==> src/sv/usbsb_pkg.sv <==
// ----------------------------------------------------------------------------
// usbsb_pkg
// Types, codes and constant tables shared by the request decoder modules.
// ----------------------------------------------------------------------------
package usbsb_pkg;

	// Event opcodes of one input beat
	localparam logic [1:0] OP_REQUEST   = 2'd0;
	localparam logic [1:0] OP_BUS_RESET = 2'd1;
	localparam logic [1:0] OP_SOF       = 2'd2;

	// Vendor request numbers
	localparam logic [7:0] REQ_RESET      = 8'h00;
	localparam logic [7:0] REQ_MODEM_CTRL = 8'h01;
	localparam logic [7:0] REQ_FLOW_CTRL  = 8'h02;
	localparam logic [7:0] REQ_SET_BAUD   = 8'h03;
	localparam logic [7:0] REQ_SET_DATA   = 8'h04;
	localparam logic [7:0] REQ_POLL_MODEM = 8'h05;
	localparam logic [7:0] REQ_EVENT_CHAR = 8'h06;
	localparam logic [7:0] REQ_ERROR_CHAR = 8'h07;
	localparam logic [7:0] REQ_SET_LAT    = 8'h09;
	localparam logic [7:0] REQ_GET_LAT    = 8'h0A;
	localparam logic [7:0] REQ_NOP_B      = 8'h0B;
	localparam logic [7:0] REQ_NOP_C      = 8'h0C;
	localparam logic [7:0] REQ_READ_ROM   = 8'h90;

	// Modem control values
	localparam logic [15:0] MODEM_DTR_HI = 16'h0101;
	localparam logic [15:0] MODEM_DTR_LO = 16'h0100;
	localparam logic [15:0] MODEM_RTS_HI = 16'h0202;
	localparam logic [15:0] MODEM_RTS_LO = 16'h0200;

	// Modem line select codes
	localparam logic [1:0] LINE_NONE = 2'd0;
	localparam logic [1:0] LINE_DTR  = 2'd1;
	localparam logic [1:0] LINE_RTS  = 2'd2;

	// Reply lengths
	localparam logic [1:0] REPLY_NONE = 2'd0;
	localparam logic [1:0] REPLY_BYTE = 2'd1;
	localparam logic [1:0] REPLY_WORD = 2'd2;

	// Rates and reset values
	localparam logic [21:0] BAUD_MAX   = 22'd3000000;
	localparam logic [21:0] BAUD_ALT   = 22'd2000000;
	localparam logic [21:0] BAUD_RESET = 22'd1200;
	localparam logic [7:0]  LAT_RESET  = 8'h10;
	localparam logic [7:0]  DATA_BITS_DEFAULT = 8'd8;
	localparam logic [15:0] MODEM_STATUS = 16'h6010;
	localparam logic [13:0] DIV_MANT_MASK = 14'h3fff;

	// Divider geometry: 48 MHz over an 18-bit divisor
	localparam int DIV_Q_W = 26;
	localparam int DIV_D_W = 18;
	localparam int DIV_STEPS = DIV_Q_W;
	localparam int STEP_W = $clog2(DIV_STEPS);
	localparam logic [DIV_Q_W-1:0] DIV_DIVIDEND = 26'd48000000;

	typedef struct packed {
		logic [1:0]  opcode;
		logic [7:0]  request_code;
		logic [15:0] request_value;
		logic [15:0] request_index;
	} in_item_t;

	typedef struct packed {
		logic        request_status;
		logic [1:0]  reply_length;
		logic [15:0] reply_word;
		logic        purge_strobe;
		logic [1:0]  modem_line_write;
		logic        modem_line_level;
		logic        coding_write;
		logic [21:0] line_baud;
		logic [7:0]  line_data_bits;
		logic [7:0]  line_parity;
		logic [4:0]  line_stop_bits;
		logic [31:0] frame_count;
	} out_item_t;

	typedef enum logic [3:0] {
		CMD_NONE,
		CMD_BUSRST,
		CMD_SOF,
		CMD_STALL,
		CMD_ROM,
		CMD_PURGE,
		CMD_MODEM,
		CMD_BAUD,
		CMD_DATA,
		CMD_POLL,
		CMD_SETLAT,
		CMD_GETLAT
	} cmd_kind_t;

	typedef struct packed {
		cmd_kind_t            kind;
		logic [15:0]          value;
		logic [15:0]          index;
		logic [DIV_D_W-1:0]   divisor;
		logic                 fixed_en;
		logic [21:0]          fixed_rate;
	} cmd_t;

	typedef enum logic [1:0] {
		BK_IDLE,
		BK_DIV,
		BK_FIN
	} back_state_t;

	// Eighth-fraction code to sixteenths of the divisor
	function automatic logic [3:0] frac16(input logic [2:0] sel);
		logic [3:0] f;
		case (sel)
			3'd0: f = 4'd0;
			3'd1: f = 4'd8;
			3'd2: f = 4'd4;
			3'd3: f = 4'd2;
			3'd4: f = 4'd6;
			3'd5: f = 4'd10;
			3'd6: f = 4'd12;
			3'd7: f = 4'd14;
			default: f = 4'd0;
		endcase
		return f;
	endfunction

	// Configuration ROM, 64 words
	function automatic logic [15:0] rom_word(input logic [5:0] addr);
		logic [15:0] w;
		case (addr)
			6'd0:  w = 16'h0800;
			6'd1:  w = 16'h0403;
			6'd2:  w = 16'h6010;
			6'd3:  w = 16'h0500;
			6'd4:  w = 16'h3280;
			6'd5:  w = 16'h0000;
			6'd6:  w = 16'h0200;
			6'd7:  w = 16'h1096;
			6'd8:  w = 16'h1aa6;
			6'd9:  w = 16'h0000;
			6'd10: w = 16'h0046;
			6'd11: w = 16'h0310;
			6'd12: w = 16'h004f;
			6'd13: w = 16'h0070;
			6'd14: w = 16'h0065;
			6'd15: w = 16'h006e;
			6'd16: w = 16'h002d;
			6'd17: w = 16'h0045;
			6'd18: w = 16'h0043;
			6'd19: w = 16'h031a;
			6'd20: w = 16'h0055;
			6'd21: w = 16'h0053;
			6'd22: w = 16'h0042;
			6'd23: w = 16'h0020;
			6'd24: w = 16'h0044;
			6'd25: w = 16'h0065;
			6'd26: w = 16'h0062;
			6'd27: w = 16'h0075;
			6'd28: w = 16'h0067;
			6'd29: w = 16'h0067;
			6'd30: w = 16'h0065;
			6'd31: w = 16'h0072;
			6'd63: w = 16'h1027;
			default: w = 16'h0000;
		endcase
		return w;
	endfunction

endpackage

==> src/sv/usbsb_fifo.sv <==
// ----------------------------------------------------------------------------
// usbsb_fifo
// Small first-in first-out queue of packed beats with push/full, pop/empty.
// ----------------------------------------------------------------------------
module usbsb_fifo #(
	parameter type item_t = logic,
	parameter int DEPTH = 2
) (
	input  logic  clk,
	input  logic  arst_n,
	input  logic  push,
	output logic  full,
	input  item_t wr_data,
	input  logic  pop,
	output logic  empty,
	output item_t rd_data
);
	localparam int PTR_W = (DEPTH > 1) ? $clog2(DEPTH) : 1;
	localparam int CNT_W = $clog2(DEPTH + 1);
	localparam logic [PTR_W-1:0] PTR_LAST = PTR_W'(DEPTH - 1);
	localparam logic [CNT_W-1:0] CNT_FULL = CNT_W'(DEPTH);

	item_t            mem_q [DEPTH];
	logic [PTR_W-1:0] wr_ptr_q;
	logic [PTR_W-1:0] rd_ptr_q;
	logic [CNT_W-1:0] count_q;
	logic             wr_en;
	logic             rd_en;

	assign full    = (count_q == CNT_FULL);
	assign empty   = (count_q == '0);
	assign wr_en   = push && !full;
	assign rd_en   = pop && !empty;
	assign rd_data = mem_q[rd_ptr_q];

	always_ff @(posedge clk) begin
		if (wr_en) begin
			mem_q[wr_ptr_q] <= wr_data;
		end
	end

	always_ff @(posedge clk or negedge arst_n) begin
		if (!arst_n) begin
			wr_ptr_q <= '0;
			rd_ptr_q <= '0;
			count_q  <= '0;
		end else begin
			if (wr_en) begin
				wr_ptr_q <= (wr_ptr_q == PTR_LAST) ? '0 : wr_ptr_q + 1'b1;
			end
			if (rd_en) begin
				rd_ptr_q <= (rd_ptr_q == PTR_LAST) ? '0 : rd_ptr_q + 1'b1;
			end
			if (wr_en && !rd_en) begin
				count_q <= count_q + 1'b1;
			end else if (rd_en && !wr_en) begin
				count_q <= count_q - 1'b1;
			end
		end
	end

endmodule

==> src/sv/usbsb_front.sv <==
// ----------------------------------------------------------------------------
// usbsb_front
// Classifies one input beat into a command and prepares the baud divisor.
// ----------------------------------------------------------------------------
module usbsb_front (
	input  usbsb_pkg::in_item_t item,
	output usbsb_pkg::cmd_t     cmd
);
	logic [23:0]                    word;
	logic [usbsb_pkg::DIV_D_W-1:0]  divisor;

	assign word    = {item.request_index[15:8], item.request_value};
	assign divisor = {word[13:0] & usbsb_pkg::DIV_MANT_MASK, 4'b0000}
		| {14'd0, usbsb_pkg::frac16(word[16:14])};

	always_comb begin
		cmd            = '0;
		cmd.value      = item.request_value;
		cmd.index      = item.request_index;
		cmd.divisor    = divisor;
		cmd.kind       = usbsb_pkg::CMD_NONE;
		// fixed rates skip the divider
		if (word == 24'd0) begin
			cmd.fixed_en   = 1'b1;
			cmd.fixed_rate = usbsb_pkg::BAUD_MAX;
		end else if (word == 24'd1) begin
			cmd.fixed_en   = 1'b1;
			cmd.fixed_rate = usbsb_pkg::BAUD_ALT;
		end else if (divisor == '0) begin
			cmd.fixed_en   = 1'b1;
			cmd.fixed_rate = usbsb_pkg::BAUD_MAX;
		end
		case (item.opcode)
			usbsb_pkg::OP_BUS_RESET: cmd.kind = usbsb_pkg::CMD_BUSRST;
			usbsb_pkg::OP_SOF:       cmd.kind = usbsb_pkg::CMD_SOF;
			usbsb_pkg::OP_REQUEST: begin
				case (item.request_code)
					usbsb_pkg::REQ_READ_ROM:   cmd.kind = usbsb_pkg::CMD_ROM;
					usbsb_pkg::REQ_RESET:      cmd.kind = usbsb_pkg::CMD_PURGE;
					usbsb_pkg::REQ_MODEM_CTRL: cmd.kind = usbsb_pkg::CMD_MODEM;
					usbsb_pkg::REQ_SET_BAUD:   cmd.kind = usbsb_pkg::CMD_BAUD;
					usbsb_pkg::REQ_SET_DATA:   cmd.kind = usbsb_pkg::CMD_DATA;
					usbsb_pkg::REQ_POLL_MODEM: cmd.kind = usbsb_pkg::CMD_POLL;
					usbsb_pkg::REQ_SET_LAT:    cmd.kind = usbsb_pkg::CMD_SETLAT;
					usbsb_pkg::REQ_GET_LAT:    cmd.kind = usbsb_pkg::CMD_GETLAT;
					usbsb_pkg::REQ_FLOW_CTRL,
					usbsb_pkg::REQ_EVENT_CHAR,
					usbsb_pkg::REQ_ERROR_CHAR,
					usbsb_pkg::REQ_NOP_B,
					usbsb_pkg::REQ_NOP_C:      cmd.kind = usbsb_pkg::CMD_NONE;
					default:                   cmd.kind = usbsb_pkg::CMD_STALL;
				endcase
			end
			default: cmd.kind = usbsb_pkg::CMD_NONE;
		endcase
	end

endmodule

==> src/sv/usbsb_back.sv <==
// ----------------------------------------------------------------------------
// usbsb_back
// Executes commands against the bridge state; runs the baud divider.
// ----------------------------------------------------------------------------
module usbsb_back #(
	parameter int ROM_WORDS = 64
) (
	input  logic                 clk,
	input  logic                 arst_n,
	input  usbsb_pkg::cmd_t      cmd,
	input  logic                 cmd_empty,
	output logic                 cmd_pop,
	input  logic                 res_full,
	output logic                 res_push,
	output usbsb_pkg::out_item_t res_data
);
	localparam logic [16:0] ROM_LIMIT = 17'(ROM_WORDS);
	localparam logic [usbsb_pkg::STEP_W-1:0] STEP_LAST =
		usbsb_pkg::STEP_W'(usbsb_pkg::DIV_STEPS - 1);

	usbsb_pkg::back_state_t state_q, state_d;
	logic [21:0] baud_q, baud_d;
	logic [7:0]  lat1_q, lat1_d;
	logic [7:0]  lat2_q, lat2_d;
	logic [31:0] frame_q, frame_d;

	logic [usbsb_pkg::DIV_D_W-1:0] div_q;
	logic [usbsb_pkg::DIV_D_W-1:0] rem_q;
	logic [usbsb_pkg::DIV_Q_W-1:0] quo_q;
	logic [usbsb_pkg::STEP_W-1:0]  step_q;
	logic [usbsb_pkg::DIV_D_W:0]   rem_sh;
	logic [usbsb_pkg::DIV_D_W:0]   rem_sub;
	logic                          q_bit;
	logic [21:0]                   quo_sat;
	logic                          div_load;
	logic                          div_step;

	function automatic usbsb_pkg::out_item_t baud_reply(input logic [21:0] rate);
		usbsb_pkg::out_item_t r;
		r = '0;
		if (rate != usbsb_pkg::BAUD_RESET) begin
			r.coding_write   = 1'b1;
			r.line_baud      = rate;
			r.line_data_bits = usbsb_pkg::DATA_BITS_DEFAULT;
		end
		return r;
	endfunction

	// one restoring step per cycle
	assign rem_sh  = {rem_q, quo_q[usbsb_pkg::DIV_Q_W-1]};
	assign rem_sub = rem_sh - {1'b0, div_q};
	assign q_bit   = (rem_sh >= {1'b0, div_q});
	assign quo_sat = (quo_q > usbsb_pkg::DIV_Q_W'(usbsb_pkg::BAUD_MAX))
		? usbsb_pkg::BAUD_MAX : quo_q[21:0];

	always_ff @(posedge clk) begin
		if (div_load) begin
			div_q  <= cmd.divisor;
			rem_q  <= '0;
			quo_q  <= usbsb_pkg::DIV_DIVIDEND;
			step_q <= '0;
		end else if (div_step) begin
			rem_q  <= q_bit ? rem_sub[usbsb_pkg::DIV_D_W-1:0] : rem_sh[usbsb_pkg::DIV_D_W-1:0];
			quo_q  <= {quo_q[usbsb_pkg::DIV_Q_W-2:0], q_bit};
			step_q <= step_q + 1'b1;
		end
	end

	always_ff @(posedge clk or negedge arst_n) begin
		if (!arst_n) begin
			state_q <= usbsb_pkg::BK_IDLE;
			baud_q  <= usbsb_pkg::BAUD_RESET;
			lat1_q  <= usbsb_pkg::LAT_RESET;
			lat2_q  <= usbsb_pkg::LAT_RESET;
			frame_q <= '0;
		end else begin
			state_q <= state_d;
			baud_q  <= baud_d;
			lat1_q  <= lat1_d;
			lat2_q  <= lat2_d;
			frame_q <= frame_d;
		end
	end

	always_comb begin
		state_d  = state_q;
		baud_d   = baud_q;
		lat1_d   = lat1_q;
		lat2_d   = lat2_q;
		frame_d  = frame_q;
		cmd_pop  = 1'b0;
		res_push = 1'b0;
		div_load = 1'b0;
		div_step = 1'b0;
		res_data = '0;
		case (state_q)
			usbsb_pkg::BK_IDLE: begin
				if (!cmd_empty) begin
					if (cmd.kind == usbsb_pkg::CMD_BAUD && !cmd.fixed_en) begin
						cmd_pop  = 1'b1;
						div_load = 1'b1;
						state_d  = usbsb_pkg::BK_DIV;
					end else if (!res_full) begin
						cmd_pop  = 1'b1;
						res_push = 1'b1;
						case (cmd.kind)
							usbsb_pkg::CMD_BUSRST: begin
								lat1_d  = usbsb_pkg::LAT_RESET;
								lat2_d  = usbsb_pkg::LAT_RESET;
								frame_d = '0;
							end
							usbsb_pkg::CMD_SOF: frame_d = frame_q + 1'b1;
							usbsb_pkg::CMD_STALL: res_data.request_status = 1'b1;
							usbsb_pkg::CMD_ROM: begin
								res_data.reply_length = usbsb_pkg::REPLY_WORD;
								if ({1'b0, cmd.index} < ROM_LIMIT && cmd.index[15:6] == '0) begin
									res_data.reply_word = usbsb_pkg::rom_word(cmd.index[5:0]);
								end
							end
							usbsb_pkg::CMD_PURGE:
								res_data.purge_strobe = (cmd.index[15:1] == '0);
							usbsb_pkg::CMD_MODEM: begin
								case (cmd.value)
									usbsb_pkg::MODEM_DTR_HI: begin
										res_data.modem_line_write = usbsb_pkg::LINE_DTR;
										res_data.modem_line_level = 1'b1;
									end
									usbsb_pkg::MODEM_DTR_LO:
										res_data.modem_line_write = usbsb_pkg::LINE_DTR;
									usbsb_pkg::MODEM_RTS_HI: begin
										res_data.modem_line_write = usbsb_pkg::LINE_RTS;
										res_data.modem_line_level = 1'b1;
									end
									usbsb_pkg::MODEM_RTS_LO:
										res_data.modem_line_write = usbsb_pkg::LINE_RTS;
									default: res_data.modem_line_write = usbsb_pkg::LINE_NONE;
								endcase
							end
							usbsb_pkg::CMD_BAUD: begin
								baud_d   = cmd.fixed_rate;
								res_data = baud_reply(cmd.fixed_rate);
							end
							usbsb_pkg::CMD_DATA: begin
								if (baud_q != usbsb_pkg::BAUD_RESET) begin
									res_data.coding_write   = 1'b1;
									res_data.line_baud      = baud_q;
									res_data.line_data_bits = cmd.value[7:0];
									res_data.line_parity    = cmd.value[15:8];
									res_data.line_stop_bits = cmd.value[15:11];
								end
							end
							usbsb_pkg::CMD_POLL: begin
								res_data.reply_length = usbsb_pkg::REPLY_WORD;
								res_data.reply_word   = usbsb_pkg::MODEM_STATUS;
							end
							usbsb_pkg::CMD_SETLAT: begin
								if (cmd.index == 16'd1) begin
									lat1_d = cmd.value[7:0];
								end else begin
									lat2_d = cmd.value[7:0];
								end
							end
							usbsb_pkg::CMD_GETLAT: begin
								res_data.reply_length = usbsb_pkg::REPLY_BYTE;
								res_data.reply_word   = {8'd0, (cmd.index == 16'd1) ? lat1_q : lat2_q};
							end
							default: ;
						endcase
					end
				end
			end
			usbsb_pkg::BK_DIV: begin
				div_step = 1'b1;
				if (step_q == STEP_LAST) begin
					state_d = usbsb_pkg::BK_FIN;
				end
			end
			usbsb_pkg::BK_FIN: begin
				res_data = baud_reply(quo_sat);
				if (!res_full) begin
					res_push = 1'b1;
					baud_d   = quo_sat;
					state_d  = usbsb_pkg::BK_IDLE;
				end
			end
			default: state_d = usbsb_pkg::BK_IDLE;
		endcase
		res_data.frame_count = frame_d;
	end

endmodule

==> src/sv/usb_serial_bridge_request_decoder.sv <==
// ----------------------------------------------------------------------------
// usb_serial_bridge_request_decoder
// Vendor control request decoder of a USB-to-serial bridge, with bus-reset
// and start-of-frame handling.
// ----------------------------------------------------------------------------
// Each input beat is one event (vendor setup request, bus reset or start of
// frame) and yields exactly one result beat, in order. Both sides look like a
// queue: push/full in, empty/pop out. The front classifies a beat in the
// cycle it is pushed and parks it in a two-entry command queue; the back
// executes commands one at a time and places results in a two-entry result
// queue, so the input keeps accepting while results wait. Most commands are
// executed straight from the idle state. A set-baud request that needs a real
// division runs in the back end as a load, 26 restoring steps of the
// 48 MHz / divisor unit (one quotient bit each), and a post of the result.
// Baud words 0 and 1, and a zero divisor, resolve to fixed rates without the
// divider. No clearing pass: reset is asynchronous; queue data is not cleared.
module usb_serial_bridge_request_decoder #(
	parameter int ROM_WORDS = 64
) (
	input  logic                 clk,
	input  logic                 arst_n,
	input  logic                 push,
	output logic                 full,
	input  usbsb_pkg::in_item_t  item,
	output logic                 empty,
	input  logic                 pop,
	output usbsb_pkg::out_item_t result
);
	usbsb_pkg::cmd_t      cmd_in;
	usbsb_pkg::cmd_t      cmd_head;
	logic                 cmd_empty;
	logic                 cmd_pop;
	logic                 res_full;
	logic                 res_push;
	usbsb_pkg::out_item_t res_data;

	// Classify the incoming beat; no state lives here
	usbsb_front u_front (
		.item (item),
		.cmd  (cmd_in)
	);

	// Hold classified commands while the back end is busy
	usbsb_fifo #(
		.item_t (usbsb_pkg::cmd_t),
		.DEPTH  (2)
	) u_cmdq (
		.clk     (clk),
		.arst_n  (arst_n),
		.push    (push),
		.full    (full),
		.wr_data (cmd_in),
		.pop     (cmd_pop),
		.empty   (cmd_empty),
		.rd_data (cmd_head)
	);

	// Execute commands: latency timers, baud rate, frame counter, divider
	usbsb_back #(
		.ROM_WORDS (ROM_WORDS)
	) u_back (
		.clk       (clk),
		.arst_n    (arst_n),
		.cmd       (cmd_head),
		.cmd_empty (cmd_empty),
		.cmd_pop   (cmd_pop),
		.res_full  (res_full),
		.res_push  (res_push),
		.res_data  (res_data)
	);

	// Hold finished results until the consumer pops them
	usbsb_fifo #(
		.item_t (usbsb_pkg::out_item_t),
		.DEPTH  (2)
	) u_resq (
		.clk     (clk),
		.arst_n  (arst_n),
		.push    (res_push),
		.full    (res_full),
		.wr_data (res_data),
		.pop     (pop),
		.empty   (empty),
		.rd_data (result)
	);

endmodule

==> config.mk <==
export PLATFORM = sky130hd
export DESIGN_NAME = usb_serial_bridge_request_decoder
export DESIGN_NICKNAME = d
export VERILOG_FILES = /design/src/sv/usbsb_pkg.sv /design/src/sv/usbsb_fifo.sv /design/src/sv/usbsb_front.sv /design/src/sv/usbsb_back.sv /design/src/sv/usb_serial_bridge_request_decoder.sv
export SDC_FILE = /design/constraint.sdc
export NUM_CORES = 1
export LEC_CHECK = 0
export BUFFER_PORTS_ARGS = -buffer_cell sky130_fd_sc_hd__buf_2
export CORE_MARGIN = 1
export CORE_UTILIZATION = 30
export CTS_CLUSTER_DIAMETER = 100
export DETAILED_ROUTE_END_ITERATION = 10
export PLACE_DENSITY = 0.58
export REMOVE_ABC_BUFFERS = 1
export SLEW_MARGIN = 20
export SYNTH_ARGS = -nofsm -noshare
export SYNTH_HDL_FRONTEND = slang
export SYNTH_SLANG_ARGS = --single-unit
==> constraint.sdc <==
create_clock -name clk -period 25.2 [get_ports clk]
set_input_delay 0 -clock clk [delete_from_list [all_inputs] [get_ports clk]]
set_output_delay 0 -clock clk [all_outputs]
set_load 0.01 [all_outputs]
==> flow_summary_export.csv <==
group,metric,value,unit
outcome,outcome,"completed",
yosys,netlist-cell-type-count,83,
cells_and_area,seq_area,11610,um2
yosys,synth_top_cells_by_count,"sky130_fd_sc_hd__edfxtp_1, sky130_fd_sc_hd__nand2_1, sky130_fd_sc_hd__mux2_2",
die,start_util,30.38,%
cells_and_area,final_layout_size_suffix_gt1_share,21.36,%
drt,drt_wl_total,48150,um
drt,met3RoutedLength,2707,um
drt,route.detailed.drc,0,
cells_and_area,num_antenna_cells,0,
cts,clock_sinks,416,
die,placeableCoreArea,63080,um2
timing,finalHoldViolCount,0,
timing,clock-skew-final,0.01908,ns
timing,timing_worst_slew_pin_value,1.118,ns
global_route,wire_length_of_the_first_global_routing_pass,74510,um
timing,timing.slew.headroom,25.47,%
setup_path,worstSetupPathType,"flip-flop to flip-flop",
cells_and_area,design.final.nets,1835,
global_route,global_route.overflow_total,0,
drt,wire_per_inst,18.25,um
drt,final_antenna_net_count,0,
pwr,design_power_total,2.711,mW
pwr,ir_worst_vdd,61.43,uV
cells_and_area,multi_input_area,7061,um2
cts,h-tree-depth,2,
setup_path,timing.critical_path.required,25.70,ns
die,design.die.area,64890,um2
yosys,synthFlopType,"sky130_fd_sc_hd__edfxtp_1",
cts,clock_latency_of_the_later_clocked_register_in_the_worst_skew_pair,0.58,ns
die,fp.dieH,254.7,um
timing,timing.final.max_slew_violations,0,
place,port-buffer-count,145,
pwr,power.density,120.0,nW/um2
yosys,synth.top_cells.by_area,"sky130_fd_sc_hd__edfxtp_1, sky130_fd_sc_hd__dfrtp_1, sky130_fd_sc_hd__mux2_2",
global_route,grt_max_degree,81,
global_route,globalRouteTotalUtil,14.74,%
drt,firstDrtPassIters,6,
yosys,synth_enable_flop_cells,287,
place,dpl-instance-area,20730,um2
cells_and_area,finalNonFillerCells,2639,
cts,cts_hold_repair.buffers,45,
yosys,syn_avg_cell_area,12.01,um2
cts,cts.clk_slew.worst_paths,0.06,ns
cts,cts.repair.resized,0,
cells_and_area,n_fill_cell,6229,
yosys,synthesis.area,19160,um2
yosys,synth_top_cell_area_share,44.97,%
place,detailed_place_hpwl,32260,um
timing,timing.final.crit_period,3.996,ns
die,i_o_pin_count,147,
yosys,synth.yosys.seq_area_share,60.58,%
cts,postCtsSetupRepairBufs,0,
timing,setup_violations,0,
cts,tritoncts,"yes",
cells_and_area,areaGrowthSynthToFinish,17.95,%
flow_run,drv_cap,0,
cts,clock_tree.buffer_depth,3,
yosys,ys.warnings.count,0,
global_route,grt_pass1_vias,13050,
timing,grt_setup_unrepaired,"no",
timing,timing.final.crit_share,15.86,%
drt,drt-vias-per-instance,5.053,
yosys,async_reset_ff_share,19.23,%
drt,top_layer_used,"met4",
drt,route.vias.total,13330,
drt,m1WireLength,22310,um
worst_hold_path,worstHoldPathType,"primary input to async pin",
cts,cts_root_buffer,"sky130_fd_sc_hd__clkbuf_16",
global_route,number_of_antenna_violations_at_the_first_check_in_global_routing,0,
setup_path,setup.worst_path.end_class,"flip-flop",
die,fp-row-count,92,
yosys,ffs_latches_synth,416,
timing,max_clock_freq,250.2,MHz
cells_and_area,final_design_area_no_fill,22600,um2
place,dp.cells,2513,
drt,drtIter0Drc,1311,
drt,wl_met2,22320,um
place,finalWeightedCongestion,0.8484,
timing,fin_tns_setup,0,ns
pwr,p_leak,8.518,nW
cts,tritoncts.num_buffers,44,
yosys,cell_taking_the_most_area_after_synthesis,"sky130_fd_sc_hd__edfxtp_1",
setup_path,worst-path-max-fanout,63,
setup_path,worstPathArrival,4.50,ns
setup_path,start_kind,"flip-flop",
yosys,synth_cells,1595,
yosys,yosys.cell_count.top_type,"sky130_fd_sc_hd__edfxtp_1",
die,width_of_the_chip,254.7,um
## metrics by stage
step | util [%] | hold slack, ns | worst slack [ns]
CTS | 35.80 | 0.09533 | 21.19
finish | 35.83 | 0.05889 | 21.20
floorplan | - | -0.2956 | 13.42
global route | 35.83 | 0.1281 | 20.95
global placement | 32.86 | 0.1904 | 21.26
detailed placement | 32.86 | 0.1936 | 21.20
## state kept, by name, summed over array words and instances (netlist names), 5 cells and up
name	cells
u_back.baud_q	22
u_back.div_q	17
u_back.frame_q	32
u_back.lat1_q	8
u_back.lat2_q	8
u_back.quo_q	26
u_back.rem_q	18
u_back.step_q	5
u_cmdq.mem_q	84
u_resq.mem_q	186
## cell families after synthesis
kind of cell	count (synthesis)	share of synthesized area (%)
xor gates and xnor gates	23	1.051
adders and majority gates	32	2.115
buffers and inverters	134	2.860
DFF	416	60.58
and+or+nand+nor	499	12.85
other	1	0.01957
AOI/OAI and AO/OA	330	11.05
muxes	160	9.474
## placed cells by master, fill, tap and decap left out, types with 10 or more instances in the layout
cell type / n
sky130_fd_sc_hd__mux2_4: 16
sky130_fd_sc_hd__nand2_1: 149
sky130_fd_sc_hd__dlygate4sd3_1: 45
sky130_fd_sc_hd__xnor2_1: 13
sky130_fd_sc_hd__nand3_1: 72
sky130_fd_sc_hd__and2_1: 12
sky130_fd_sc_hd__nor4_1: 20
sky130_fd_sc_hd__clkbuf_1: 11
sky130_fd_sc_hd__xor2_1: 10
sky130_fd_sc_hd__nor2_1: 105
sky130_fd_sc_hd__and3_1: 12
sky130_fd_sc_hd__mux2i_1: 37
sky130_fd_sc_hd__a21oi_1: 79
sky130_fd_sc_hd__mux2_2: 107
sky130_fd_sc_hd__dfxtp_1: 49
sky130_fd_sc_hd__nand4_1: 19
sky130_fd_sc_hd__edfxtp_1: 287
sky130_fd_sc_hd__clkbuf_16: 46
sky130_fd_sc_hd__o21ai_0: 92
sky130_fd_sc_hd__inv_1: 47
sky130_fd_sc_hd__nand2b_1: 12
sky130_fd_sc_hd__dfrtp_1: 72
sky130_fd_sc_hd__a31oi_1: 25
sky130_fd_sc_hd__nor3_1: 26
sky130_fd_sc_hd__ha_1: 30
sky130_fd_sc_hd__o211ai_1: 18
sky130_fd_sc_hd__o22a_1: 14
sky130_fd_sc_hd__buf_4: 11
sky130_fd_sc_hd__buf_2: 144
## cell type report
type	count	share of cell area (%)
Sequential cell	416	51.38
Clock inverter	21	0.7473
Multi-Input combinational cell	1045	31.24
Timing Repair Buffer	203	5.696
Clock buffer	60	5.458
Inverter	48	0.7971
Tap cell	846	4.683
## layer usage
layer  global-route usage, %  vias up
met4                   3.114        0
met1                   20.58     6579
li1                        -     6309
met5                       0        -
met2                   23.75      381
met3                   2.735       65
## power by group
group	internal [mW]	switching [mW]	leakage, nW
sequential	0.982	0.116	4.18
clock	0.364	0.266	0.679
combinational	0.384	0.600	3.66
total	1.73	0.982	8.52
## path summary, 6_finish.rpt
kind                       slack (ns)                  end             from  cells after the start
min reg2reg                      0.46      u_back.rem_q[0]  u_back.rem_q[0]                      2
min                              0.06   u_back.frame_q[23]           arst_n                      2
max reg2reg                     21.20    u_cmdq.count_q[1]  u_cmdq.rd_ptr_q                     11
max in group asynchronous       24.51      u_resq.rd_ptr_q           arst_n                      2
min in group clk                 0.14  u_cmdq.mem_q[0][74]         item[34]                      4
max                             21.20    u_cmdq.count_q[1]  u_cmdq.rd_ptr_q                     11
## worst max-delay path, stage by stage, from the launching register on
cell and delay, ns:
sky130_fd_sc_hd__dfrtp_2 0.34, sky130_fd_sc_hd__buf_4 0.61, sky130_fd_sc_hd__mux2_2 0.47, sky130_fd_sc_hd__a221o_1 0.34
sky130_fd_sc_hd__or4_1 0.41, sky130_fd_sc_hd__buf_4 0.25, sky130_fd_sc_hd__inv_2 0.62, sky130_fd_sc_hd__nor2_1 0.16
sky130_fd_sc_hd__ha_1 0.26, sky130_fd_sc_hd__xor2_1 0.14, sky130_fd_sc_hd__nor2_1 0.13, sky130_fd_sc_hd__xor2_1 0.16
Power figures use the tool's default switching activity.
